## config.mk

```make
export PLATFORM = sky130hd
export DESIGN_NAME = fpd_ctrl
export DESIGN_NICKNAME = d
export VERILOG_FILES = /design/src/fpd_pkg.sv /design/src/fpd_ctrl.sv
export SDC_FILE = /design/constraint.sdc
export NUM_CORES = 1
export LEC_CHECK = 0
export BUFFER_PORTS_ARGS = -buffer_cell sky130_fd_sc_hd__buf_4
export CAP_MARGIN = 10
export CORE_AREA = 2 2 39 41
export DETAILED_ROUTE_END_ITERATION = 8
export DIE_AREA = 0 0 41 43
export PLACE_DENSITY = 0.63
export SYNTH_ARGS = -nofsm -noshare
export SYNTH_HDL_FRONTEND = slang
export SYNTH_SLANG_ARGS = --single-unit
export TNS_END_PERCENT = 1
```

## constraint.sdc

```tcl
create_clock -name clk -period 2.1 [get_ports clk]
set_clock_uncertainty 0.1 [all_clocks]
set_input_delay 0.42 -clock clk [delete_from_list [all_inputs] [get_ports clk]]
set_output_delay 0.42 -clock clk [all_outputs]
set_load 0.005 [all_outputs]
```

## src/fpd_pkg.sv

```systemverilog
// Shared types, constants and segment tables for the display frame encoder.
package fpd_pkg;

  localparam logic [7:0] HDR_BYTE   = 8'hAA;
  localparam logic [7:0] ZERO_BYTE  = 8'h00;
  localparam logic [7:0] CSUM_BIAS  = 8'hCC;
  localparam logic [7:0] BLANK_SEG  = 8'hFF;
  localparam int         FRAME_LEN  = 7;
  localparam int         SPIN_STEPS = 14;
  localparam int         PCT_SCALE  = 100;
  localparam int         DONE_W     = 16;
  localparam int         PROD_W     = 23;
  localparam int         DIV_STEPS  = PROD_W;
  localparam int         CNT_W      = $clog2(DIV_STEPS);
  localparam int         IDX_W      = $clog2(FRAME_LEN);

  // ceil(2^30 / 100): exact quotient by 100 for any PROD_W-bit value
  localparam int                 RECIP_SH  = 30;
  localparam int                 RECIP_W   = 24;
  localparam logic [RECIP_W-1:0] RECIP_100 = 24'd10737419;

  localparam logic FUNC_TEXT = 1'b0;
  localparam logic FUNC_PCT  = 1'b1;

  typedef struct packed {
    logic load;
    logic div_init;
    logic div_step;
    logic mod_mul;
    logic mod_sub;
    logic build;
    logic send_adv;
  } cmd_t;

  typedef struct packed {
    logic is_pct;
    logic div_last;
    logic last_byte;
  } stat_t;

  function automatic logic [7:0] seg_of(input logic [7:0] ch);
    logic [7:0] s;
    case (ch)
      "0": s = 8'hC0; "1": s = 8'hF9; "2": s = 8'hA4; "3": s = 8'hB0;
      "4": s = 8'h99; "5": s = 8'h92; "6": s = 8'h82; "7": s = 8'hD8;
      "8": s = 8'h80; "9": s = 8'h98;
      "A": s = 8'h88; "B": s = 8'h80; "C": s = 8'hC6; "D": s = 8'hA1;
      "E": s = 8'h86; "F": s = 8'h8E; "G": s = 8'h82; "H": s = 8'h89;
      "I": s = 8'hF9; "J": s = 8'hF0; "L": s = 8'hC7; "N": s = 8'hAB;
      "O": s = 8'hC0; "P": s = 8'h8C; "Q": s = 8'h98; "R": s = 8'h88;
      "S": s = 8'h92; "T": s = 8'hF8; "U": s = 8'hC1; "Y": s = 8'h91;
      "a": s = 8'h88; "b": s = 8'h83; "c": s = 8'hA7; "d": s = 8'hA1;
      "e": s = 8'h86; "f": s = 8'h8E; "g": s = 8'h98; "h": s = 8'h8B;
      "i": s = 8'hF9; "j": s = 8'hF0; "l": s = 8'hC7; "n": s = 8'hAB;
      "o": s = 8'hA3; "p": s = 8'h8C; "q": s = 8'h98; "r": s = 8'hAF;
      "s": s = 8'h92; "t": s = 8'h87; "u": s = 8'hE3; "y": s = 8'h91;
      "-": s = 8'hBF; "_": s = 8'hF7;
      default: s = BLANK_SEG;
    endcase
    return s;
  endfunction

  function automatic logic [7:0] digit_seg(input logic [3:0] d);
    return seg_of(8'("0") + {4'd0, d});
  endfunction

  function automatic logic [7:0] spin_left(input logic [3:0] idx);
    logic [7:0] s;
    case (idx)
      4'd1:  s = 8'hEF; 4'd2:  s = 8'hBF; 4'd3:  s = 8'hFD; 4'd4:  s = 8'hFE;
      4'd5:  s = 8'hDF; 4'd6:  s = 8'hBF; 4'd7:  s = 8'hFB; 4'd8:  s = 8'hF7;
      4'd9:  s = 8'hEF; 4'd10: s = 8'hDF; 4'd11: s = 8'hFE; 4'd12: s = 8'hFD;
      4'd13: s = 8'hFB;
      default: s = 8'hF7;
    endcase
    return s;
  endfunction

  function automatic logic [7:0] spin_right(input logic [3:0] idx);
    logic [7:0] s;
    case (idx)
      4'd1:  s = 8'hFB; 4'd2:  s = 8'hBF; 4'd3:  s = 8'hDF; 4'd4:  s = 8'hFE;
      4'd5:  s = 8'hFD; 4'd6:  s = 8'hBF; 4'd7:  s = 8'hEF; 4'd8:  s = 8'hF7;
      4'd9:  s = 8'hFB; 4'd10: s = 8'hFD; 4'd11: s = 8'hFE; 4'd12: s = 8'hDF;
      4'd13: s = 8'hEF;
      default: s = 8'hF7;
    endcase
    return s;
  endfunction

endpackage

```

## src/fpd_ctrl.sv

```systemverilog
// Controller state machine sequencing capture, division, frame build and send.
module fpd_ctrl (
  input  logic          clk,
  input  logic          rst_n,
  input  logic          in_valid,
  output logic          in_ready,
  output logic          out_valid,
  input  logic          out_ready,
  input  fpd_pkg::stat_t stat,
  output fpd_pkg::cmd_t  cmd
);

  typedef enum logic [6:0] {
    ST_IDLE  = 7'b0000001,
    ST_INIT1 = 7'b0000010,
    ST_DIV1  = 7'b0000100,
    ST_MUL   = 7'b0001000,
    ST_SUB   = 7'b0010000,
    ST_BUILD = 7'b0100000,
    ST_SEND  = 7'b1000000
  } state_t;

  state_t state_r, state_nxt;

  assign in_ready  = (state_r == ST_IDLE);
  assign out_valid = (state_r == ST_SEND);

  always_comb begin
    state_nxt    = state_r;
    cmd          = '0;
    unique case (state_r)
      ST_IDLE: begin
        if (in_valid) begin
          cmd.load  = 1'b1;
          state_nxt = ST_INIT1;
        end
      end
      ST_INIT1: begin
        if (stat.is_pct) begin
          cmd.div_init = 1'b1;
          state_nxt    = ST_DIV1;
        end else begin
          state_nxt = ST_BUILD;
        end
      end
      ST_DIV1: begin
        cmd.div_step = 1'b1;
        if (stat.div_last) state_nxt = ST_MUL;
      end
      ST_MUL: begin
        cmd.mod_mul = 1'b1;
        state_nxt   = ST_SUB;
      end
      ST_SUB: begin
        cmd.mod_sub = 1'b1;
        state_nxt   = ST_BUILD;
      end
      ST_BUILD: begin
        cmd.build = 1'b1;
        state_nxt = ST_SEND;
      end
      ST_SEND: begin
        if (out_ready) begin
          cmd.send_adv = 1'b1;
          if (stat.last_byte) state_nxt = ST_IDLE;
        end
      end
      default: state_nxt = ST_IDLE;
    endcase
  end

  always_ff @(posedge clk) begin
    if (!rst_n) begin
      state_r <= ST_IDLE;
    end else begin
      state_r <= state_nxt;
    end
  end

endmodule

```

==> results.ini <==
[cts]
postCtsHoldBufs=0
num_clock_sinks=7
cts_htree_levels=1
cts-buffers-inserted=3
clk-insertion-delay-late_ns=0.24
cts_tree=done
path_clk_slew_ns=0.05
cts.path.max_buffers=2
cts.root.buffer_cell=sky130_fd_sc_hd__clkbuf_4

[routing]
drt-vias-per-instance=5.126
detail_route.first_pass.iterations=3
detailroute.via_count=487
drc=0
detail-route-antenna-nets=0
routed_wire_length_per_instance_um=11.88
drt_first_iter_violations=3
wirelength_mm=1.129

[synth]
post_synth_main_area_contributors=sky130_fd_sc_hd__dfxtp_1 28%, sky130_fd_sc_hd__nor2_1 6.0%, sky130_fd_sc_hd__buf_6 4.5%
synthesis.instances=57
proportion_of_netlist_area_held_by_the_largest_area_contributor=0.2821
synth_top_cell_by_area=sky130_fd_sc_hd__dfxtp_1
ys_seq_elements=7
synth.yosys.warnings=0
seq_area_frac_synth=0.2821
postSynth.asyncResetShare=0
synth_edf_count=0
synth_area_per_cell_um2=8.714
synth_cell_type_count=34
mappedNetlistArea_um2=496.7
dominantRegCellSynth=sky130_fd_sc_hd__dfxtp_1
synthesized_nets=64

[final_layout]
seqCellArea_um2=145.1
diodes=0
mostFrequentLayoutCell=sky130_fd_sc_hd__buf_4
commonest_cells_after_routing_fill_and_taps_aside=22 x sky130_fd_sc_hd__buf_4, 7 x sky130_fd_sc_hd__nor2_1, 5 x sky130_fd_sc_hd__dfxtp_1, 3 x sky130_fd_sc_hd__and2_1, 3 x sky130_fd_sc_hd__clkbuf_4
final_cells=95
design_area_um2=711.9
synthToLayoutAreaGrowth_pct=43.33
layout.core_utilization=0.5145
layout-drive-gt1-share=0.5063
final.fill_count=133
registers.top_by_ff_count=state_r
reg.largest.list=state_r: 7 flops
multiInputGateArea_um2=344.1
largest_register_ff_count=7
finish.net_count=87

[floorplanning]
die-width_um=41
rows=14
die_h_um=43
initial_core_util=0.3590
design.die.area_mm2=0.001763
placeableCoreArea_mm2=0.001384
io_pins=16

[power_and_ir_drop]
switching_share=0.2970
power_density_over_the_cells_mw_per_mm2=641.7
seq_power_share=0.343
vdd.ir_drop.worst_v=0.0004111
power.clock.fraction=0.260
internal_power_uw=321.2
switching_component_of_the_power_uw=135.7
p_leak_nw=0.3056
portion_of_total_power_attributed_to_combinational_logic=0.396

[grt]
grt_util_all_layers=0.1482
antenna_found_initial=0
via_count_of_the_first_global_routing_pass=431
grt_pass1_wl_mm=1.766
grt_max_degree=9
gr-total-overflow=0

[min_path]
min-delay-path-class=input pin to flop

[timing]
final.setup.worst_slack_ns=-0.05747
hold_viol=0
max_clock_freq_mhz=463.5
timing.final.setup_violations=2
finalMaxSlewViolations=0
tightest_slew_ns=0.5189
post-route-min-period_ns=2.157
fin_crit_sh=1.027
grt_setup_unrepaired=true
relSlewSlack=0.6509

[critical_path]
critPathLaunchType=flop
worstPathRequired_ns=1.58
worstSetupEndpointType=primary output
peak_fanout_along_the_critical_path=5
timing.setup.critical_path_class=flop to primary output
worst-endpoint-arrival_ns=1.64

[status]
outcome=finished with violations
failed_checks=setup timing

[place]
post-place-ws_ns=0.1673
dpl-instance-area_um2=634.4
dp_cells=89
gp_congestion=0.7482
quantity_of_i_o_buffers_inserted_on_ports=15
dp_hpwl_um=918.4

[job]
timing.max_cap.violations=0

==> synth_stat cells (2+ instances only) <==
| cell type | n |
|---|---|
| sky130_fd_sc_hd__dfxtp_1 | 7 |
| sky130_fd_sc_hd__nand3_1 | 2 |
| sky130_fd_sc_hd__buf_2 | 2 |
| sky130_fd_sc_hd__nor4_1 | 3 |
| sky130_fd_sc_hd__nor3_1 | 2 |
| sky130_fd_sc_hd__inv_1 | 3 |
| sky130_fd_sc_hd__buf_6 | 2 |
| sky130_fd_sc_hd__and2_1 | 3 |
| sky130_fd_sc_hd__nor2_1 | 8 |
==> stage by stage <==
step / setup TNS [ns] / power (mW) / hold WS (ns)
2_1_floorplan: 0 / 0.2650 / 0.4338
3_3_place_gp: 0 / 0.3150 / 0.5362
3_5_place_dp: 0 / 0.3173 / 0.5308
4_1_cts: -0.09163 / 0.4470 / 0.3008
5_1_grt: -0.2158 / 0.4903 / 0.3298
6_report: -0.08637 / 0.4569 / 0.3032
==> worst max-delay path: stages (launching register included) <==
cell and delay, ns:
sky130_fd_sc_hd__dfxtp_4 0.35, sky130_fd_sc_hd__or4b_4 0.51, sky130_fd_sc_hd__or2_4 0.27, sky130_fd_sc_hd__inv_2 0.05
sky130_fd_sc_hd__and2_1 0.11, sky130_fd_sc_hd__buf_4 0.10
==> cell families (layout without fill, tap and decap cells) <==
| family | count (synthesis) | after routing | share of synthesized area |
|---|---|---|---|
| buffers and inverters | 7 | 29 | 0.08816 |
| XOR/XNOR | 2 | 2 | 0.03527 |
| AND/OR/NAND/NOR | 30 | 30 | 0.4030 |
| flip-flops | 7 | 7 | 0.2821 |
| AO/OA/AOI/OAI | 10 | 10 | 0.1713 |
| multiplexers | 1 | 1 | 0.02015 |
==> worst paths after layout <==
check                                start          to  slack, ns  cells past startpoint
worst max register to register  state_r[5]  state_r[0]       0.22                      5
worst min-delay path               stat[1]  state_r[3]       0.30                      3
worst max-delay path            state_r[6]      cmd[6]      -0.06                      5
worst min register to register  state_r[0]  state_r[5]       0.54                      3
==> power groups by stage <==
| stage | Clock (mW) | Combinational, mW | Sequential, mW |
|---|---|---|---|
| CTS | 0.123 | 0.167 | 0.158 |
| detailed placement | 0 | 0.159 | 0.158 |
| global route | 0.133 | 0.198 | 0.159 |
| floorplan | 0 | 0.111 | 0.154 |
| global placement | 0 | 0.157 | 0.158 |
| finish | 0.119 | 0.181 | 0.157 |
==> layer usage <==
layer,share of wire,global-route usage,routed length (um)
met1,0.43,0.1824,491
met5,0,0,0
met4,0.019,0.1267,22
met3,0.041,0,46
met2,0.50,0.2250,569
==> repair_timing <==
action,CTS,global route
pin swaps,0,1
endpoints found under the setup margin,3,4
buffers inserted,0,2
resized for setup,5,5
==> layout make-up <==
| type | instances | share of cell area |
|---|---|---|
| inverters | 3 | 0.01582 |
| clock buffers | 4 | 0.03691 |
| multi-input cells | 43 | 0.4833 |
| well taps | 16 | 0.02812 |
| flip-flops and latches | 7 | 0.2039 |
| repair buffers | 22 | 0.2320 |
(Power assumes the default switching activity.)
